File: src/sv/kmv_pkg.sv
`timescale 1ns / 1ps
// ----------------------------------------------------------------------------
// kmv_pkg: shared types and constants
// Widths, cell-row geometry and control bundles of the KMV sketch.
// ----------------------------------------------------------------------------
package kmv_pkg;

  localparam int MAX_BUCKETS = 256;
  localparam int HASH_W      = 64;
  localparam int CAP_W       = 9;
  localparam int KEPT_W      = 9;
  localparam int CNT_W       = $clog2(MAX_BUCKETS + 2);
  localparam int NCELL       = MAX_BUCKETS + 1;
  localparam int GRP_SZ      = 16;
  localparam int NGRP        = (NCELL + GRP_SZ - 1) / GRP_SZ;
  localparam int NPAD        = NGRP * GRP_SZ;

  localparam logic [CAP_W-1:0] CAP_RESET = CAP_W'(256);

  typedef logic [HASH_W-1:0] hash_t;
  typedef logic [CNT_W-1:0]  cnt_t;

  localparam hash_t ALL_ONES = '1;

  typedef enum logic [2:0] {
    ST_IDLE,
    ST_CMP,
    ST_GRP,
    ST_UPD,
    ST_RD,
    ST_FIN
  } state_t;

  typedef struct packed {
    logic cmp_en;
    logic shift_en;
  } cell_ctrl_t;

  typedef struct packed {
    logic flag_en;
    logic rd_en;
  } grp_ctrl_t;

  typedef struct packed {
    logic any_eq;
    logic any_ge;
  } grp_flags_t;

endpackage

File: src/sv/kmv_group.sv
`timescale 1ns / 1ps
// ----------------------------------------------------------------------------
// kmv_group: registered reduction over one group of cells
// Collects match and order flags and reads out the selected entry.
// ----------------------------------------------------------------------------
module kmv_group import kmv_pkg::*; (
  input  logic              clk,
  input  grp_ctrl_t         ctrl,
  input  logic [GRP_SZ-1:0] eq,
  input  logic [GRP_SZ-1:0] ge,
  input  logic [GRP_SZ-1:0] sel,
  input  hash_t             vals [GRP_SZ],
  output grp_flags_t        flags,
  output hash_t             rd_val
);

  grp_flags_t flags_r;
  grp_flags_t flags_nxt;
  hash_t      rd_val_r;
  hash_t      rd_val_nxt;

  always_comb begin
    flags_nxt.any_eq = |eq;
    flags_nxt.any_ge = |ge;
    rd_val_nxt = '0;
    for (int k = 0; k < GRP_SZ; k++) begin
      if (sel[k]) begin
        rd_val_nxt = rd_val_nxt | vals[k];
      end
    end
  end

  always_ff @(posedge clk) begin
    if (ctrl.flag_en) begin
      flags_r <= flags_nxt;
    end
    if (ctrl.rd_en) begin
      rd_val_r <= rd_val_nxt;
    end
  end

  assign flags  = flags_r;
  assign rd_val = rd_val_r;

endmodule

File: config.mk
export PLATFORM = sky130hd
export DESIGN_NAME = kmv_group
export DESIGN_NICKNAME = d
export VERILOG_FILES = /design/src/sv/kmv_pkg.sv /design/src/sv/kmv_group.sv
export SDC_FILE = /design/constraint.sdc
export NUM_CORES = 1
export LEC_CHECK = 0
export BUFFER_PORTS_ARGS = -buffer_cell sky130_fd_sc_hd__buf_2
export CORE_AREA = 2 2 450 452
export DETAILED_ROUTE_END_ITERATION = 6
export DIE_AREA = 0 0 452 454
export PLACE_DENSITY = 0.3
export SLEW_MARGIN = 10
export SYNTH_ARGS = -nofsm -noshare
export SYNTH_HDL_FRONTEND = slang
export SYNTH_SLANG_ARGS = --single-unit
File: constraint.sdc
create_clock -name clk -period 1.4 [get_ports clk]
set_input_delay 0.14 -clock clk [delete_from_list [all_inputs] [get_ports clk]]
set_output_delay 0.14 -clock clk [all_outputs]
set_load 0.01 [all_outputs]
==> summary.md <==
| Metric | Value |
|---|---|
| Outcome | finished, violations left |
| Failing checks | negative setup slack |
| Placer Congestion | 0.998 |
| Tightest Pin Transition | 0.684 ns |
| #FFs+latches synth | 66 |
| CP endpoint | rd_val[11] |
| Antenna violations before repair | between 200 and 250 |
| Final hold viol count | 0 |
| Share of layout cells above drive strength 1 | around 63% |
| WP data required | 1.59 ns |
| First-pass GRT wire length | 216000 µm |
| CTS Buffer Depth | 2 |
| Final HPWL DP | around 160000 µm |
| Crit start category | input pin |
| Post-CTS setup buffer count | 0 |
| Syn Area/Cell | 10.2 µm² |
| Ports | 1141 |
| Crit. End Element | flip-flop |
| Die width | about 450 µm |
| EDFF count, synth | 66 |
| Largest net degree at the start of global routing | 35 |
| RSZ-0062 raised after global routing | no |
| H-tree Lvls | 3 |
| Total chip power | 11.9 mW |
| CTS clock-pin slew for the worst setup and hold paths | 0.09 ns |
| Final Setup Violations | 5 |
| Mapped cell area | 0.00779 mm² |
| Slew margin rel. | a little over half |
| Cts bufs inserted | 9 |
| Number of standard cells in the final layout excluding fillers | 4993 |
| Top post-synthesis cells by count | 256 x a221oi_1, 248 x a22o_1, 66 x edfxtp_1, 66 x nand4_1, 52 x buf_6 |
| IR Drop Worst-Case VDD | 0.816 mV |
| Die Y | 454 µm |
| Via/cell ratio | 3.44 |
| Final Worst Setup Slack | -0.153 ns |
| CTS sink count | between 60 and 70 |
| Fmax | 644 MHz |
| Most frequent cell after synthesis | a221oi_1 |
| # nets final | 3292 |
| Detail Route Antenna Nets | 0 |
| IO Port Bufs | 1140 |
| Top cells by area, synth | a221oi_1 29%, a22o_1 28%, edfxtp_1 25% |
| DRC Markers | 0 |
| Area of the core | 0.201 mm² |
| Initial Utilization | 3.88% |
| Async S/R FF share, synth | 0% |
| Slowest cell on the critical path | a221oi_1 |
| Pre-CTS WS | -0.900 ns |
| Setup CP Type | input pin to flip-flop |
| First drt pass iteration count | 6 |
| Row cnt | 165 |
| Total grt overflow | 0 |
| Buf/Inv on CP | 2 |
| CP max stage delay | 0.54 ns |
| CP max FO | 17 |
| Synth cell types | 12 |
| Vias in the first global route | 16.3k |
| Clk root buf | clkbuf_16 |
| Die area | 0.205 mm² |
| Routed via count | 17.2k |
| Critical Path AT | 1.74 ns |
| Critical path, cell by cell | buf_4, buf_12, a22o_1, a221oi_1, nand4_1 |
| Initial DRC count | around 2.1k |
| TritonCTS clock tree | built |
| Gr usage total | between 10% and 20% |
| CP Launch Point | sel[1] |
| LEAKAGE | 8.91 nW |
| Max-cap violations | 0 |
| Tcrit/Tclk final | 111% |
| Final Slew Violations | 0 |
| Final min period | 1.55 ns |
| Syn nets | 1839 |
| Post-placement cell count | 4691 |
| Critical path's top delay family | compound AO/OA/AOI/OAI gates |
| Synthesized netlist cell count | ~760 |
| Area added between synthesis and finish | 166% |
| Power density over the cells | 574 mW/mm² |
| Critical path depth in cells | 5 |
| Drt wl/cell | 36.8 µm |
| Synth top area share | 28.8% |
| Cell accounting for the most synthesized area | a221oi_1 |
| Register area share after synthesis | 25.4% |
| Final wirelength | 184000 µm |
| Hold Crit Class | input pin to flip-flop |
| Top_reg_cell synth | edfxtp_1 |
| Synth warnings | 0 |
## repair_timing
| item | CTS | global route |
|---|---|---|
| cloned | 0 | 0 |
| hold endpoints to repair | 58 | 0 |
| gates resized for setup | 12 | 4 |
| setup endpoints to repair | 10 | 4 |
| hold buffers | 187 | 0 |
## registers in the layout, indices dropped and copies added, names as in the netlist
name / count
flags: 2
rd_val: 64
## area by class of cell
| cell class | instances | area [µm²] |
|---|---|---|
| Clock inverter | 6 | 82.6 |
| Multi-Input combinational cell | 586 | 5030 |
| Sequential cell | 66 | 1980 |
| Clock buffer | 9 | 225 |
| Antenna cell | 100 | 250 |
| Fill cell | 23600 | 180000 |
| Timing Repair Buffer | 1554 | 9800 |
| Tap cell | 2672 | 3340 |
## kinds of logic after synthesis
logic type             synth area share, %
AND/OR/NAND/NOR                       5.94
AO/OA/AOI/OAI                         57.7
buffers and inverters                 11.0
flip-flops                            25.4
## through the flow
stage / TNS (ns) / utilization [%] / hold WS [ns] / instance area, µm²
6_report: -0.268 / 10.3 / 0.0471 / 20700
2_1_floorplan: 0 / - / 0.252 / 7790
3_3_place_gp: -24.61 / 9.06 / 0.436 / 18200
3_5_place_dp: -24.89 / 9.06 / 0.445 / 18200
5_1_grt: 0 / 10.3 / 0.0153 / 20600
4_1_cts: -0.0372 / 10.2 / 0.000362 / 20400
## placed cells by master (no fill, tap or decap)
master / count
diode_2: 100
bufinv_16: 2
clkinv_2: 2
dlygate4sd3_1: 187
clkbuf_16: 9
a221oi_1: 244
buf_6: 1
buf_12: 37
nor4_1: 8
edfxtp_1: 66
buf_2: 1120
a221oi_2: 12
a22o_2: 8
a22o_1: 248
nand4_1: 66
clkinv_4: 1
clkinv_1: 1
buf_4: 209
## how the worst min path moves through the flow
| stage | to | slack [ns] | from | cells past startpoint |
|---|---|---|---|---|
| 2_1_floorplan | flags[0] | 0.25 | ctrl[1] | 0 |
| 3_3_place_gp | flags[1] | 0.44 | eq[14] | 3 |
| 3_5_place_dp | flags[1] | 0.44 | eq[14] | 3 |
| 4_1_cts | rd_val[17] | 0.0004 | vals[145] | 3 |
| 5_1_grt | rd_val[54] | 0.02 | vals[502] | 3 |
| 6_report | rd_val[54] | 0.05 | vals[502] | 3 |
## power breakdown
group          switching, mW  internal [mW]
Combinational           3.39           2.90
Sequential            0.0682           2.28
Clock                   1.69           1.55
Total                   5.15           6.74
## layer usage
metal	part of all wire [%]	vias to the layer above	wire length (µm)	track usage [%]
met1	38	8569	70500	19.7
met4	3.0	120	5470	5.82
met3	9.5	383	17500	6.02
met2	49	1389	89700	29.0
li1	-	6732	-	-
met5	0.39	-	724	0.723
(Power assumes the default switching activity.)
