File: src/sv/kmv_pkg.sv
`timescale 1ns / 1ps
// ----------------------------------------------------------------------------
// kmv_pkg: shared types and constants
// Widths, cell-row geometry and control bundles of the KMV sketch.
// ----------------------------------------------------------------------------
package kmv_pkg;

  localparam int MAX_BUCKETS = 256;
  localparam int HASH_W      = 64;
  localparam int CAP_W       = 9;
  localparam int KEPT_W      = 9;
  localparam int CNT_W       = $clog2(MAX_BUCKETS + 2);
  localparam int NCELL       = MAX_BUCKETS + 1;
  localparam int GRP_SZ      = 16;
  localparam int NGRP        = (NCELL + GRP_SZ - 1) / GRP_SZ;
  localparam int NPAD        = NGRP * GRP_SZ;

  localparam logic [CAP_W-1:0] CAP_RESET = CAP_W'(256);

  typedef logic [HASH_W-1:0] hash_t;
  typedef logic [CNT_W-1:0]  cnt_t;

  localparam hash_t ALL_ONES = '1;

  typedef enum logic [2:0] {
    ST_IDLE,
    ST_CMP,
    ST_GRP,
    ST_UPD,
    ST_RD,
    ST_FIN
  } state_t;

  typedef struct packed {
    logic cmp_en;
    logic shift_en;
  } cell_ctrl_t;

  typedef struct packed {
    logic flag_en;
    logic rd_en;
  } grp_ctrl_t;

  typedef struct packed {
    logic any_eq;
    logic any_ge;
  } grp_flags_t;

endpackage

File: src/sv/kmv_cell.sv
`timescale 1ns / 1ps
// ----------------------------------------------------------------------------
// kmv_cell: one entry of the sorted hash row
// Compares its entry to the incoming hash and takes the hash or its left
// neighbor's entry when an insertion opens a slot at or below it.
// ----------------------------------------------------------------------------
module kmv_cell import kmv_pkg::*; (
  input  logic       clk,
  input  cell_ctrl_t ctrl,
  input  hash_t      hash_in,
  input  logic       entry_valid,
  input  hash_t      prev_val,
  input  logic       prev_lt,
  output hash_t      val,
  output logic       lt,
  output logic       eq
);

  hash_t val_r;
  logic  lt_r;
  logic  eq_r;

  always_ff @(posedge clk) begin
    if (ctrl.cmp_en) begin
      lt_r <= entry_valid && (val_r < hash_in);
      eq_r <= entry_valid && (val_r == hash_in);
    end
    if (ctrl.shift_en && !lt_r) begin
      val_r <= prev_lt ? hash_in : prev_val;
    end
  end

  assign val = val_r;
  assign lt  = lt_r;
  assign eq  = eq_r;

endmodule

File: config.mk
export PLATFORM = sky130hd
export DESIGN_NAME = kmv_cell
export DESIGN_NICKNAME = d
export VERILOG_FILES = /design/src/sv/kmv_pkg.sv /design/src/sv/kmv_cell.sv
export SDC_FILE = /design/constraint.sdc
export NUM_CORES = 1
export LEC_CHECK = 0
export ABC_AREA = 1
export BUFFER_PORTS_ARGS = -buffer_cell sky130_fd_sc_hd__buf_2
export CAP_MARGIN = 20
export CORE_MARGIN = 5
export CORE_UTILIZATION = 35
export CTS_BUF_LIST = sky130_fd_sc_hd__clkbuf_16
export CTS_CLUSTER_SIZE = 25
export DETAILED_ROUTE_END_ITERATION = 8
export GPL_ROUTABILITY_DRIVEN = 0
export PLACE_DENSITY_LB_ADDON = 0.05
export SLEW_MARGIN = 30
export SYNTH_ARGS = -nofsm -noshare
export SYNTH_HDL_FRONTEND = slang
export SYNTH_SLANG_ARGS = --single-unit
File: constraint.sdc
create_clock -name clk -period 4.7 [get_ports clk]
set_input_delay 0.705 -clock clk [delete_from_list [all_inputs] [get_ports clk]]
set_output_delay 0.705 -clock clk [all_outputs]
set_load 0.02 [all_outputs]
==> qor.json, run 1 <==
{
  "outcome": "completed",
  "worstPathMaxFanout": 36,
  "syn-mean-instance-area_um2": 8.81,
  "final.fill_count": 1289,
  "static-leakage-power_nw": 2.96,
  "ys_seq_elements": 66,
  "period_share": 0.452,
  "grtUsageTotal": 0.154,
  "floorplan.io_pins": 199,
  "cts.path.max_buffers": 2,
  "synth_compound_area_frac": 0.115,
  "skew_ps": 4.97,
  "cts.root.buffer_cell": "clkbuf_16",
  "fp.dieArea_um2": 14900,
  "post-layout-total-power_mw": 1.63,
  "tritoncts": "built",
  "final_cell_count_no_fill": 871,
  "criticalPathCategory": "input port to flip-flop",
  "synthToLayoutAreaGrowth_pct": 32.0,
  "drtAntennaViolNets": 0,
  "cts_buffers": 9,
  "area.sequential_um2": 1980,
  "power-per-cell-area_nw_per_um2": 281,
  "post_synth_fa_ha_maj_area_fraction": 0.182,
  "clkSinkCount": 66,
  "grt_setup_unrepaired": "false",
  "route.vias.total": 3915,
  "remaining_drc_errors": 0,
  "cts.clk_slew.worst_paths_ps": 50,
  "global_route.overflow_total": 0,
  "ys_seq_area_frac": 0.451,
  "resized_cells_post_cts": 0,
  "synth_nets": 696,
  "max_cap_violations": 0,
  "fin_worst_hold_slack_ps": 594,
  "fmax_mhz": 471,
  "detailedRoute.firstPassIterationCount": 4,
  "nets": 893,
  "syn-instance-count": 499,
  "grt_antenna_before_repair": 0,
  "routed_wire_length_per_instance_um": 13.1,
  "final_wirelength_mm": 11.4,
  "timing.critical_path.required_ps": 4670,
  "synth_warnings": 0,
  "final_layout_size_suffix_gt1_frac": 0.327,
  "final-hold-violation-count": 0,
  "critPathLaunch": "ctrl[0]",
  "relSlewSlack": 0.424,
  "buffer_ports.inserted": 198,
  "place_hpwl_mm": 9.19,
  "ys_types": 25,
  "crit-reg2reg-launch": "lt",
  "detailedPlace.worstSlack_ps": 2170,
  "worst_setup_path_start_kind": "input port",
  "postCtsSetupBuffers": 0,
  "source_to_sink_clock_delay_at_the_later_pin_of_the_worst_skew_pair_ps": 330,
  "finalSetupViolCount": 0,
  "hold_bufs_inserted_after_cts": 0,
  "setup_slack_ps": 2580,
  "setup-tns-final_ps": 0,
  "first_global_vias": 4039,
  "worst_slew_pin_slew_ps": 862,
  "largest_net_degree_at_the_start_of_global_routing": 83,
  "h_tree_lvls": 3,
  "via_per_inst": 4.49,
  "report.final.slew_viol_count": 0,
  "worst_ep_arrival_time_ps": 2090,
  "grt_first_pass_wirelength_mm": 18.0,
  "yosys.area_share.xor_xnor": 0,
  "placed_cells": 857,
  "power.ir.vdd_worst_mv": 0.167,
  "final_period_minus_worst_setup_slack_ps": 2120,
  "synth.cell_area_um2": 4400,
  "yosys-mux-area-fraction": 0.00256,
  "drtIter0Drc": 118,
  "endpoint_kind": "flip-flop",
  "die_y_um": 122,
  "timing.hold.worst.start": "ctrl[1]",
  "most_frequent_cells_in_the_layout": "197 x buf_2, 87 x a21oi_1, 79 x nor2_1",
  "std_cell_rows": 41,
  "main_combinational_cell_family_by_area_after_synthesis": "adder cells",
  "die_width_um": 122,
  "synth_simple_gate_area_share": 0.164,
  "floorplan.core_area_um2": 12500,
  "floorplan.initialDensity": 0.353,
  "mostFrequentLayoutCell": "buf_2",
  "area_of_combinational_cells_with_multiple_inputs_um2": 2050,
  "min_path_type": "input port to flip-flop"
}
==> final cells by class <==
type / count / area share
antenna: 1 / 0.000431
clock buffer: 9 / 0.0388
clock inverter: 4 / 0.00259
inverter: 83 / 0.0537
multi-input combinational: 336 / 0.352
sequential: 66 / 0.341
tap: 172 / 0.0371
timing repair buffer: 200 / 0.174
==> critical path: stages <==
cell and delay, ps:
buf_2 80, inv_1 50, nor2_4 640, buf_4 560
==> cells in the mapped netlist <==
| master | instances | area [um2] |
|---|---|---|
| a21o_1 | 4 | 30.0 |
| a21oi_1 | 87 | 435 |
| and3_1 | 1 | 6.26 |
| buf_1 | 2 | 7.51 |
| buf_2 | 10 | 50.1 |
| clkbuf_1 | 2 | 7.51 |
| clkinv_1 | 2 | 7.51 |
| edfxtp_1 | 66 | 1980 |
| ha_1 | 64 | 801 |
| inv_1 | 76 | 285 |
| inv_2 | 5 | 18.8 |
| mux2_2 | 1 | 11.3 |
| nand2_1 | 63 | 236 |
| nand2_2 | 5 | 31.3 |
| nand3_1 | 7 | 35.0 |
| nand3b_1 | 1 | 7.51 |
| nand4_1 | 4 | 25.0 |
| nor2_1 | 80 | 300 |
| nor2_2 | 5 | 31.3 |
| nor2_4 | 2 | 22.5 |
| nor3_1 | 5 | 25.0 |
| o21a_1 | 1 | 7.51 |
| o21ai_0 | 3 | 15.0 |
| o21ai_1 | 2 | 10.0 |
| o21bai_1 | 1 | 7.51 |
==> logic make-up after synthesis <==
group / count (synthesis)
and+or+nand+nor: 173
muxes: 1
adders and majority gates: 64
DFF: 66
AOI/OAI and AO/OA: 98
buffers and inverters: 97
==> report_power, final <==
group	internal, mW	switching (mW)	leakage (nW)	total (mW)
sequential	0.698	0.0194	0.619	0.717
clock	0.340	0.228	0.125	0.567
combinational	0.140	0.205	2.22	0.345
==> worst paths after layout <==
kind              to  slack (ps)  cells after the start
max          val[16]        2580                      4
min               eq         590                      1
max reg2reg  val[16]        2580                      2
min reg2reg  val[12]         800                      1
==> routing by layer <==
layer / global-route usage / share of wire
met1: 0.177 / 0.43
met2: 0.266 / 0.48
met3: 0.0590 / 0.080
met4: 0.0448 / 0.010
met5: 0 / 0
==> state kept, by name, summed over array words and instances (netlist names) <==
| name | count |
|---|---|
| eq | 1 |
| lt | 1 |
| val | 64 |
==> stage by stage <==
stage | utilization | instance area, um2
after floorplan | - | 4400
after global placement | 0.446 | 5560
after detailed placement | 0.446 | 5560
after CTS | 0.466 | 5800
after global routing | 0.466 | 5800
final | 0.466 | 5810
Note: power is estimated with default switching activity, not from simulation.
==> inputs of run 2 (changes only) <==
Clock period 4.7 ns to 1.9 ns, I/O delays scaled along.
==> run 2 against run 1 <==
Effect of this change: global-route usage grew 0.24 points; power increased by 150%; clock power rose to 2.5 times the previous value; register-to-register slack lost 2400 ps; largest power group unchanged; highest routed layer unchanged; critical path type is now flip-flop to flip-flop; final area is 1.1% higher; core utilization up 0.49 points; sequential power grew 150%.
==> qor.json, run 2 (synthesis gave the netlist of run 1 again) <==
{
  "outcome": "completed",
  "min_path_type": "input port to flip-flop",
  "post-route-util": 0.471,
  "worst-path-buf-inv": 0,
  "crit-reg2reg-launch": "val[11]",
  "static-leakage-power_nw": 3.00,
  "postCtsSetupBuffers": 0,
  "grtUsageTotal": 0.156,
  "worst_setup_path_start_kind": "flip-flop",
  "largest_reg_flops": 64,
  "finalSetupViolCount": 0,
  "endpoint_kind": "flip-flop",
  "setup_slack_ps": 155,
  "final_wirelength_mm": 11.5,
  "path_common_cell": "nand2_1",
  "power-per-cell-area_nw_per_um2": 693,
  "floorplan.io_pins": 199,
  "final_period_minus_worst_setup_slack_ps": 1740,
  "detailedRoute.firstPassIterationCount": 5,
  "first_global_vias": 3889,
  "grt_first_pass_wirelength_mm": 18.2,
  "final_cell_count_no_fill": 874,
  "clkSinkCount": 66,
  "critPathLaunch": "val[11]",
  "most_frequent_cells_in_the_layout": "197 x buf_2, 87 x a21oi_1, 80 x inv_1",
  "hold_bufs_inserted_after_cts": 0,
  "skew_ps": 2.34,
  "fp.dieArea_um2": 14900,
  "grt_setup_unrepaired": "false",
  "cts.path.max_buffers": 2,
  "max_cap_violations": 0,
  "h_tree_lvls": 3,
  "fin_worst_hold_slack_ps": 172,
  "final_layout_size_suffix_gt1_frac": 0.329,
  "mostFrequentLayoutCell": "buf_2",
  "largest_net_degree_at_the_start_of_global_routing": 65,
  "synthToLayoutAreaGrowth_pct": 33.4,
  "relSlewSlack": 0.736,
  "power.ir.vdd_worst_mv": 0.276,
  "worst_path_dominant_cell_family": "simple AND/OR/NAND/NOR gates",
  "floorplan.initialDensity": 0.353,
  "tritoncts": "built",
  "cts.clk_slew.worst_paths_ps": 50,
  "report.final.slew_viol_count": 0,
  "source_to_sink_clock_delay_at_the_later_pin_of_the_worst_skew_pair_ps": 330,
  "path_cells": "ha_1, nand4_1, nor3_1, nand2_1, nand2_1, nand2_1, nand3_1, nor2_1",
  "num_antenna_cells": 0,
  "area.sequential_um2": 1980,
  "drtIter0Drc": 145,
  "detailedPlace.worstSlack_ps": 125,
  "drtAntennaViolNets": 0,
  "final-hold-violation-count": 0,
  "grt_antenna_before_repair": 0,
  "cts_buffers": 9,
  "resized_cells_post_cts": 0,
  "period_share": 0.918,
  "final.fill_count": 1296,
  "worst_ep_arrival_time_ps": 1830,
  "route.vias.total": 3920,
  "worstPathMaxFanout": 3,
  "criticalPathCategory": "flip-flop to flip-flop",
  "global_route.overflow_total": 0,
  "area_of_combinational_cells_with_multiple_inputs_um2": 2050,
  "worst_path_max_delay_cell": "edfxtp_1",
  "die_width_um": 122,
  "placed_cells": 860,
  "buffer_ports.inserted": 198,
  "fmax_mhz": 573,
  "remaining_drc_errors": 0,
  "floorplan.core_area_um2": 12500,
  "cts.root.buffer_cell": "clkbuf_16",
  "timing.critical_path.required_ps": 1980,
  "std_cell_rows": 41,
  "critPathMaxStageDelay_ps": 390,
  "die_y_um": 122,
  "place_hpwl_mm": 9.10,
  "via_per_inst": 4.49,
  "nets": 896,
  "worst_slew_pin_slew_ps": 392,
  "routed_wire_length_per_instance_um": 13.1,
  "timing.hold.worst.start": "ctrl[1]"
}
## run 2: cell count changes in the layout (fill, tap and decap cells not counted), sizes merged
cell and change:
buf +3, inv +2, clkinv -1, diode -1
## run 2: power by group
part | switching (mW) | internal, mW
combinational | 0.511 | 0.360
clock | 0.581 | 0.844
sequential | 0.0476 | 1.72
total | 1.14 | 2.93
## run 2: stage by stage
stage	TNS, ps	area, um2	total power, mW
2_1_floorplan	-447	4400	2.33
3_3_place_gp	0	5620	2.68
3_5_place_dp	0	5620	2.69
4_1_cts	0	5870	4.14
5_1_grt	0	5870	4.31
6_report	0	5870	4.07
## run 2: per-layer routing
layer  up-vias  wire (um)  global-route usage
li1       2061          -                   -
met2       121       5420               0.256
met5         -          0                   0
met3        11        931              0.0418
met4         0        199              0.0651
met1      1727       4950               0.195
## run 2: cell type report
type / instances / area share
multi-input combinational: 336 / 0.349
inverter: 83 / 0.0531
sequential: 66 / 0.338
clock buffer: 9 / 0.0384
tap: 172 / 0.0367
timing repair buffer: 203 / 0.182
clock inverter: 5 / 0.00320
## run 2: worst reg2reg max path, stage by stage (launching register included)
cell      delay, ps
edfxtp_1        390
ha_1            330
nand4_1         120
nor3_1          330
nand2_1          90
nand2_1          80
nand2_1          60
nand3_1          60
nor2_1           40
## run 2: path summary, 6_finish.rpt
check / endpoint / slack (ps) / cells after the start
max reg2reg: lt / 160 / 8
max: lt / 160 / 8
min reg2reg: val[16] / 900 / 2
min: eq / 170 / 1
==> inputs of run 3 (changes only) <==
Settings changed: REMOVE_ABC_BUFFERS set to 1.
==> run 3 against run 2 <==
Effect of this change: sequential power hardly changed; clock skew increased by 3.3 ps; highest routed layer unchanged; cell count rose by 0.23%; largest cell class unchanged.
==> qor.json, run 3 (synthesis gave the netlist of run 1 again) <==
{
  "largest_net_degree_at_the_start_of_global_routing": 65,
  "drtIter0Drc": 131,
  "remaining_drc_errors": 0,
  "global_route.overflow_total": 0,
  "routed_wire_length_per_instance_um": 13.2,
  "cts.root.buffer_cell": "clkbuf_16",
  "fp.dieArea_um2": 14900,
  "highest_layer": "met4",
  "grtUsageTotal": 0.152,
  "worstPathMaxFanout": 2,
  "tritoncts": "built",
  "nets": 896,
  "setup-tns-final_ps": 0,
  "post-route-util": 0.477,
  "worst_slew_pin_slew_ps": 304,
  "source_to_sink_clock_delay_at_the_later_pin_of_the_worst_skew_pair_ps": 330,
  "path_cells": "ha_4, nand2_1, nor2_2, nand2_2, nor2_4, nand2_2, nor2_2, nand2_1, nand3_1, nor2_1",
  "via_per_inst": 4.43,
  "cts.clk_slew.worst_paths_ps": 60,
  "worst-path-buf-inv": 0,
  "area.sequential_um2": 1980,
  "std_cell_rows": 41,
  "final_layout_size_suffix_gt1_frac": 0.342,
  "timing.critical_path.required_ps": 1990,
  "detailedRoute.firstPassIterationCount": 4,
  "max_cap_violations": 0,
  "critPathMaxStageDelay_ps": 440,
  "placed_cells": 860,
  "grt_first_pass_wirelength_mm": 17.4,
  "cts.path.max_buffers": 2,
  "detailroute.wirelength.met2_mm": 5.50,
  "final_cell_count_no_fill": 876,
  "min_delay_path_depth": 1,
  "grt_antenna_before_repair": 0,
  "worst_r2r_path_depth": 10,
  "setup_slack_ps": 133,
  "final_period_minus_worst_setup_slack_ps": 1770,
  "static-leakage-power_nw": 3.01,
  "worst_path_dominant_cell_family": "simple AND/OR/NAND/NOR gates",
  "mostFrequentLayoutCell": "buf_2",
  "die_y_um": 122,
  "report.final.slew_viol_count": 0,
  "first_global_vias": 3708,
  "criticalPathCategory": "flip-flop to flip-flop",
  "buffer_ports.inserted": 198,
  "detailedPlace.worstSlack_ps": 88.1,
  "outcome": "completed",
  "min_path_type": "input port to flip-flop",
  "power.ir.vdd_worst_mv": 0.384,
  "h_tree_lvls": 3,
  "cp.depth": 10,
  "floorplan.core_area_um2": 12500,
  "period_share": 0.930,
  "relSlewSlack": 0.797,
  "die_width_um": 122,
  "fin_area_um2": 5950,
  "fmax_mhz": 566,
  "endpoint_kind": "flip-flop",
  "largest_reg_flops": 64,
  "dr_wl_met3_um": 837,
  "clkSinkCount": 66,
  "post-layout-total-power_mw": 4.30,
  "final-hold-violation-count": 0,
  "area_of_combinational_cells_with_multiple_inputs_um2": 2090,
  "drtAntennaViolNets": 0,
  "finalSetupViolCount": 0,
  "fin_worst_hold_slack_ps": 169,
  "place_area_um2": 5620,
  "wl_met1_mm": 5.06,
  "power-per-cell-area_nw_per_um2": 722,
  "place_hpwl_mm": 9.35,
  "floorplan.initialDensity": 0.353,
  "most_frequent_cells_in_the_layout": "197 x buf_2, 87 x a21oi_1, 78 x nor2_1",
  "num_antenna_cells": 0,
  "worst_ep_arrival_time_ps": 1850,
  "final_wirelength_mm": 11.6,
  "floorplan.io_pins": 199,
  "skew_ps": 5.68,
  "worst_setup_path_start_kind": "flip-flop",
  "final.fill_count": 1258,
  "hold_bufs_inserted_after_cts": 0,
  "cts_buffers": 9,
  "route.vias.total": 3879,
  "synthToLayoutAreaGrowth_pct": 35.3,
  "worst_path_max_delay_cell": "edfxtp_1"
}
[run 3: changes by cell type in the layout (fill, tap and decap cells not counted), sizes merged]
cell,change
clkinvlp,+1
bufinv,+1
inv,-3
clkinv,+3
[run 3: worst paths after layout]
path,startpoint,endpoint,slack [ps]
max reg2reg,val[55],lt,130
min reg2reg,lt,val[18],860
min,ctrl[1],lt,170
max,val[55],lt,130
[run 3: timing repair]
item	CTS	global route
endpoints found under the setup margin	0	1
endpoints found under the hold margin	0	0
buffers inserted	0	0
gates resized for setup	0	4
[run 3: power breakdown]
part,internal (mW),switching [mW]
clock,1.00,0.643
combinational,0.366,0.515
sequential,1.72,0.0485
total,3.09,1.21
[run 3: worst register-to-register path, delay by kind of cell, from the launching register on]
kind	cells	cell delay, ps
adders and majority gates	1	300
DFF	1	440
and+or+nand+nor	9	780
[run 3: metal layers]
metal  vias to the layer above  track usage
li1                       2065            -
met1                      1689        0.193
met2                       113        0.248
met3                        12       0.0371
met4                         0       0.0609
met5                         -            0
[run 3: layout make-up]
type	instances	share of cell area
multi-input combinational	336	0.351
sequential	66	0.333
timing repair buffer	203	0.180
inverter	83	0.0524
clock buffer	9	0.0379
tap	172	0.0362
clock inverter	7	0.0103
